<file path="src/rtl/huffman_tree_walk_decoder_macros.svh">
//------------------------------------------------------------------------------
// Huffman tree-walk decoder assertion macros
// Shared concurrent assertion forms, clocked on clk and disabled in reset.
//------------------------------------------------------------------------------
`ifndef HUFFMAN_TREE_WALK_DECODER_MACROS_SVH
`define HUFFMAN_TREE_WALK_DECODER_MACROS_SVH

// The consequent must hold in the same cycle as the antecedent.
`define HTWD_ASSERT_NOW(label, ante, cons, msg) \
  label: assert property (@(posedge clk) disable iff (!rst_n) (ante) |-> (cons)) \
    else $error(msg);

// The consequent must hold in the cycle after the antecedent.
`define HTWD_ASSERT_NEXT(label, ante, cons, msg) \
  label: assert property (@(posedge clk) disable iff (!rst_n) (ante) |=> (cons)) \
    else $error(msg);

`endif

</file>
<file path="src/rtl/htwd_pkg.sv">
//------------------------------------------------------------------------------
// Huffman tree-walk decoder package
// Widths, codes, node entry layout and controller types.
//------------------------------------------------------------------------------
package htwd_pkg;

  localparam int IDX_W          = 9;
  localparam int SYM_W          = 8;
  localparam int DEF_NODE_COUNT = 511;
  localparam int CFG_ADDR_W     = 3;
  localparam int CFG_DATA_W     = 32;

  localparam logic       CMD_WRITE_NODE = 1'b0;
  localparam logic       CMD_DECODE     = 1'b1;
  localparam logic [0:0] REG_ROOT       = 1'b0;

  typedef struct packed {
    logic             leaf;
    logic [IDX_W-1:0] left;
    logic [IDX_W-1:0] right;
    logic [SYM_W-1:0] sym;
  } node_t;

  typedef enum logic [1:0] {
    S_IDLE,
    S_CUR,
    S_NXT,
    S_EMIT
  } state_t;

  typedef struct packed {
    logic mem_wr;
    logic rd_cur;
    logic rd_nxt;
    logic cur_nxt;
    logic emit;
  } htwd_cmd_t;

  typedef struct packed {
    logic leaf;
    logic out_free;
  } htwd_sts_t;

endpackage

</file>
<file path="src/rtl/htwd_ctrl.sv">
//------------------------------------------------------------------------------
// Huffman tree-walk decoder controller
// Sequences node writes, the two table reads of a bit, and symbol hand-off.
//------------------------------------------------------------------------------
`include "huffman_tree_walk_decoder_macros.svh"

module htwd_ctrl (
  input  logic                clk,
  input  logic                rst_n,
  input  logic                in_valid,
  input  logic                in_command,
  output logic                in_ready,
  output htwd_pkg::htwd_cmd_t cmd,
  input  htwd_pkg::htwd_sts_t sts
);
  import htwd_pkg::*;

  state_t state_r;
  state_t state_nxt;

  always_ff @(posedge clk) begin
    if (!rst_n) begin
      state_r <= S_IDLE;
    end else begin
      state_r <= state_nxt;
    end
  end

  always_comb begin
    state_nxt = state_r;
    unique case (state_r)
      S_IDLE: begin
        if (in_valid && in_command == CMD_DECODE) begin
          state_nxt = S_CUR;
        end
      end
      S_CUR: begin
        state_nxt = sts.leaf ? S_EMIT : S_NXT;
      end
      S_NXT: begin
        state_nxt = sts.leaf ? S_EMIT : S_IDLE;
      end
      S_EMIT: begin
        if (sts.out_free) begin
          state_nxt = S_IDLE;
        end
      end
      default: begin
        state_nxt = S_IDLE;
      end
    endcase
  end

  always_comb begin
    cmd      = '0;
    in_ready = 1'b0;
    unique case (state_r)
      S_IDLE: begin
        in_ready   = 1'b1;
        cmd.mem_wr = in_valid && in_command == CMD_WRITE_NODE;
        cmd.rd_cur = in_valid && in_command == CMD_DECODE;
      end
      S_CUR: begin
        cmd.rd_nxt = !sts.leaf;
      end
      S_NXT: begin
        cmd.cur_nxt = !sts.leaf;
      end
      S_EMIT: begin
        cmd.emit = sts.out_free;
      end
      default: begin
        cmd = '0;
      end
    endcase
  end

  `HTWD_ASSERT_NOW(a_single_action, 1'b1, $onehot0(cmd), "More than one datapath action in a cycle.")

endmodule

</file>
<file path="config.mk">
export PLATFORM = sky130hd
export DESIGN_NAME = htwd_ctrl
export DESIGN_NICKNAME = d
export VERILOG_FILES = /design/src/rtl/htwd_pkg.sv /design/src/rtl/htwd_ctrl.sv
export VERILOG_INCLUDE_DIRS = /design/src /design/src/rtl
export SDC_FILE = /design/constraint.sdc
export NUM_CORES = 1
export LEC_CHECK = 0
export BUFFER_PORTS_ARGS = -buffer_cell sky130_fd_sc_hd__buf_4
export CAP_MARGIN = 20
export CORE_AREA = 10 10 47 49
export CTS_CLUSTER_DIAMETER = 150
export DETAILED_ROUTE_END_ITERATION = 10
export DIE_AREA = 0 0 57 59
export GPL_ROUTABILITY_DRIVEN = 1
export SYNTH_ARGS = -nofsm -noshare
export SYNTH_HDL_FRONTEND = slang
export SYNTH_SLANG_ARGS = --single-unit
</file>
<file path="constraint.sdc">
create_clock -name clk -period 1 [get_ports clk]
set_input_delay 0.2 -clock clk [delete_from_list [all_inputs] [get_ports clk]]
set_output_delay 0.2 -clock clk [all_outputs]
set_load 0.005 [all_outputs]
</file>
==> results of run 1 <==
final timing paths:
kind | slack [ns] | from | depth (start not counted) | end
max | -0.18 | state_r[0] | 2 | cmd[3]
min | 0.19 | rst_n | 2 | state_r[1]
min reg2reg | 0.72 | state_r[0] | 3 | state_r[0]
max reg2reg | -0.08 | state_r[1] | 3 | state_r[0]
cells by family after synthesis:
logic type               after synthesis  share of synthesized area [%]
AO/OA/AOI/OAI                          3                          17.10
adder cells (fa/ha/maj)                1                          7.692
flip-flops                             2                          27.35
buffers and inverters                  3                          11.11
AND/OR/NAND/NOR                        7                          36.74
report_power, final:
group | leakage, nW | internal (mW) | switching [mW] | total, mW
Combinational | 0.138 | 0.0681 | 0.0302 | 0.0983
Clock | 0.0138 | 0.132 | 0.0447 | 0.177
Sequential | 0.0178 | 0.0856 | 0.0119 | 0.0975
Total | 0.170 | 0.286 | 0.0867 | 0.373
layout make-up:
| class | count | area, um^2 | area share [%] |
|---|---|---|---|
| clock buffers | 3 | 22.52 | 6.844 |
| inverters | 1 | 3.754 | 1.141 |
| multi-input cells | 11 | 111.4 | 33.84 |
| flip-flops and latches | 2 | 47.55 | 14.45 |
| well taps | 16 | 20.02 | 6.084 |
| repair buffers | 16 | 123.9 | 37.64 |
timing repair:
action                                 4_1_cts  5_1_grt
resized for setup                            6        4
cloned                                       0        0
setup buffers                                3        2
pin swaps                                    2        1
endpoints found under the hold margin        0        0
setup endpoints to repair                    7        7
per-stage QoR:
| stage | cell area [um^2] | power (mW) |
|---|---|---|
| floorplan | 156.4 | 0.1355 |
| global placement | 236.5 | 0.1682 |
| detailed placement | 236.5 | 0.1690 |
| CTS | 300.3 | 0.3743 |
| global route | 329.1 | 0.4011 |
| finish | 329.1 | 0.3727 |
routing by layer:
metal / part of all wire (%) / up-vias / global-route usage (%)
met5: 0 / - / 0
met4: 4.8 / 0 / 6.040
met3: 9.6 / 2 / 2.361
met2: 43 / 10 / 4.341
met1: 42 / 82 / 3.214
li1: - / 96 / -
worst max-delay path, cell delays in order, from the launching register on:
cell	delay [ns]
dfxtp_4	0.36
and4bb_1	0.28
buf_4	0.11
cell usage in the layout, fill, tap and decap left out, types with 2 or more instances in the layout:
cell,count
buf_4,15
nor3b_2,2
clkbuf_4,3
dfxtp_4,2
==> summary.md, run 1 <==
| Metric | Value |
|---|---|
| Outcome | complete, but fails checks |
| Failing checks | setup timing |
| RSZ-0062 raised after global routing | yes |
| Port Buffer Count | 11 |
| Crit share post-route | 117.7% |
| Share of cells above drive strength 1 | around 82% |
| Arrival time worst endpoint | 0.98 ns |
| Vias in the first global route | 209 |
| Most used DFF post-synth | dfxtp_1 |
| Kind of end point of the critical path | primary output |
| Max Clock Freq | 0.8496 GHz |
| Remaining antenna violation count | 0 |
| TNS Setup | -0.7411 ns |
| Maximum Capacitance Violations | 0 |
| VDD IR-drop max | roughly 0.35 mV |
| Drt first pass iters | 2 |
| Routability cong. | 0.6060 |
| CTS root buf | clkbuf_4 |
| Power per cell area | 1133 nW/um^2 |
| First-pass GRT wire length | 876 um |
| Final core occ | 23.48% |
| Final hold violations | 0 |
| Hold Buf Count CTS | 0 |
| Synth warn | 0 |
| Actual slew at the worst max-slew pin | 0.1893 ns |
| Min Tclk post-route | 1.177 ns |
| Largest net degree at the start of global routing | 8 |
| Max reg flops | 2 |
| Proportion of netlist area held by the largest area contributor | 27.35% |
| IO Count | 12 |
| Worst hold path type | input port to register |
| Height of the die | 59 um |
| Clock Latency Late Sink | around 0.22 ns |
| Synth Instances | 16 |
| NumNets Final | just over 40 |
| DR iter-0 viols | 3 |
| Initial antenna violation count | 0 |
| Top Registers | state_r: 2 flops |
| WS Path Type | register to primary output |
| CTS HTree Levels | 1 |
| TritonCTS Sinks | 2 |
| Filler Cells Inserted | ~170 |
| Most flop-heavy register | state_r |
| Total number of vias | 190 |
| Fraction of synthesis flops using an asynchronous set or reset pin | 0% |
| List of most frequent post-synthesis cells | dfxtp_1, nor3b_1 |
| Die ar. | roughly 3400 um^2 |
| Clock-pin transition on the worst setup and hold timing paths | 0.03 ns |
| Layout Skew | 0.0002342 ns |
| Worst setup SP type | register |
| Synth Cell Area | 146.4 um^2 |
| Die W | 57 um |
| Slew headroom | 87.35% |
| CTS tree | done |
| Post-synth top area cell | dfxtp_1 |
| Maximum root-to-sink buffer count | 2 |
| Initial Util | about a tenth |
| # setup viols final | 6 |
| Post-synth net total | 22 |
| Via/cell ratio | just under 4 |
| Total GRT Usage | 3.633% |
| Synth area leaders | dfxtp_1, nor3b_1, and4bb_1 |
| Sequential fraction of the synthesis area | between 20% and 30% |
| Worst EP required | roughly 0.8 ns |
| Dpl cells | 41 |
| Number of synthesized flops with an enable pin | 0 |
| Residual DRC count | 0 |
| Layout Cells excl Fill | between 40 and 50 |
| CP Max Fanout | 7 |
| Overflow after GRT | 0 |
| Site Rows | 14 |
| Area delta synth->final | 124.8% |
| Leak | 0.1695 nW |
| Yosys reg bits | 2 |
| Final Max Slew Viols | 0 |
| Num CTS Buffers | 3 |
| Diode count | 0 |
| WHS | 0.1909 ns |
| Detailed Route WL | 542 um |
| Core region area | 1401 um^2 |
| Worst slack, placed | -0.05397 ns |
| Routed WL per cell | 11.06 um |
| Avg Cell Area, Syn | 9.149 um^2 |
| Setup ws final | -0.1770 ns |
| Unique masters post-synth | 14 |
(Power assumes the default switching activity.)
==> inputs of run 2 (changes only) <==
- CTS_BUF_LIST: default -> sky130_fd_sc_hd__clkbuf_8
==> summary.md, run 2 (same netlist as run 1, synthesis figures left out) <==
| Metric | Value |
|---|---|
| Die W | 57 um |
| Vias in the first global route | 212 |
| Placed inst area | 236.5 um^2 |
| Drt first pass iters | 2 |
| Clock Latency Late Sink | 0.21 ns |
| Maximum root-to-sink buffer count | 2 |
| Cell count of the worst hold path | 2 |
| Worst hold path type | input port to register |
| Detailed Route WL | approximately 530 um |
| Site Rows | 14 |
| Die ar. | 3363 um^2 |
| CP Max Fanout | 7 |
| Critical Path Slowest Stage Cell | dfxtp_4 |
| Remaining antenna violation count | 0 |
| Diode count | 0 |
| Max Clock Freq | 0.8616 GHz |
| Outcome | complete, but fails checks |
| NumNets Final | 39 |
| Height of the die | 59 um |
| CTS root buf | clkbuf_8 |
| Num CTS Buffers | 3 |
| Leak | between 0.15 and 0.2 nW |
| Kind of end point of the critical path | primary output |
| Crit-path cells | and4bb_1 -> buf_4 |
| Initial antenna violation count | 0 |
| Core region area | between 1000 and 1500 um^2 |
| TNS Setup | -0.5834 ns |
| Actual slew at the worst max-slew pin | 0.1883 ns |
| Maximum Capacitance Violations | 0 |
| WS Path Type | register to primary output |
| Hold endpoint | state_r[1] |
| Share of cells above drive strength 1 | 74.19% |
| Bufs and invs on worst path | 1 |
| Final Max Slew Viols | 0 |
| Overflow after GRT | 0 |
| Worst EP required | ~0.80 ns |
| First-pass GRT wire length | 876 um |
| Total GRT Usage | under 10% |
| VDD IR-drop max | around 0.45 mV |
| Worst slack, placed | -0.05397 ns |
| Filler Cells Inserted | 171 |
| DR iter-0 viols | 1 |
| Cell area after layout | 324.1 um^2 |
| Clock-pin transition on the worst setup and hold timing paths | 0.03 ns |
| Residual DRC count | 0 |
| IO Count | 12 |
| TritonCTS Sinks | 2 |
| Slowest stage delay, CP | 0.35 ns |
| Port Buffer Count | 11 |
| Via/cell ratio | between 3 and 4 |
| Total number of vias | 183 |
| Crit share post-route | 116.1% |
| FF-to-FF Start | state_r[0] |
| Routability cong. | around 0.61 |
| Worst r2r dst | state_r[0] |
| Most flop-heavy register | state_r |
| CTS HTree Levels | 1 |
| CTS tree | done |
| Dpl cells | 41 |
| Slew headroom | roughly 87% |
| Max reg flops | 2 |
| # setup viols final | 6 |
| Arrival time worst endpoint | between 0.9 and 1 ns |
| Initial Util | between 10% and 20% |
| Power per cell area | 1535 nW/um^2 |
| Top Registers | state_r: 2 flops |
| Register-to-Register Setup Slack | -0.09 ns |
| Min Tclk post-route | 1.161 ns |
| Worst setup SP type | register |
| Commonest non-fill, non-tap cell in the layout | buf_4 |
| Routed WL per cell | 11.19 um |
| Layout Cells excl Fill | 47 |
| Crit path max-delay family | flip-flops |
| Final hold violations | 0 |
| Layout Skew | about 0.00036 ns |
| RSZ-0062 raised after global routing | yes |
| R2R cell count | 3 |
| Most frequent cells in the layout | buf_4, clkbuf_8, nor3b_2, dfxtp_4 |
| Largest net degree at the start of global routing | 8 |
| Final core occ | 23.13% |
| Hold path start | rst_n |
| Failing checks | setup timing |
| Area delta synth->final | 121.4% |
| Setup ws final | -0.1606 ns |
## run 2: stage by stage
step | power, mW | hold slack [ns]
floorplan | 0.1355 | 0.3175
global placement | 0.1682 | 0.4263
detailed placement | 0.1690 | 0.4216
CTS | 0.5106 | 0.2044
global route | 0.5282 | 0.2174
finish | 0.4973 | 0.2065
## run 2: per-layer routing
metal	vias to the layer above	GRT usage [%]	wire, um
met4	0	6.040	23
met3	2	2.361	52
li1	91	-	-
met5	-	0	0
met1	80	3.214	221
met2	10	4.341	228
## run 2: layout make-up
type / instances / area [um^2] / share of cell area [%]
well taps: 16 / 20.02 / 6.178
repair buffers: 14 / 105.1 / 32.43
clock buffers: 3 / 41.29 / 12.74
multi-input cells: 11 / 106.4 / 32.82
flip-flops and latches: 2 / 47.55 / 14.67
inverters: 1 / 3.754 / 1.158
## run 2: worst max path at each step
| stage | startpoint | to | slack (ns) | depth (start not counted) |
|---|---|---|---|---|
| after floorplan | state_r[0] | state_r[0] | 0.004 | 3 |
| final | state_r[0] | cmd[3] | -0.16 | 2 |
| after detailed placement | state_r[1] | cmd[3] | -0.05 | 2 |
| after global placement | state_r[0] | cmd[4] | -0.05 | 2 |
| after CTS | state_r[1] | cmd[4] | -0.16 | 2 |
| after global routing | state_r[1] | cmd[4] | -0.21 | 2 |
## run 2: repair_timing
item	4_1_cts	5_1_grt
gates resized for setup	6	1
hold buffers	0	0
pin swaps	2	0
setup buffers	3	0
setup endpoints to repair	7	7
## run 2: worst register-to-register path: stages (launching register included)
cell and delay [ns]:
dfxtp_4 0.35, buf_4 0.14, maj3_2 0.29, o211a_1 0.20
## run 2: power breakdown
part	leakage (nW)	total (mW)	switching, mW	internal [mW]
Sequential	0.0178	0.0972	0.0115	0.0857
Combinational	0.129	0.0864	0.0270	0.0594
Clock	0.0216	0.314	0.0596	0.254
Total	0.168	0.497	0.0980	0.399
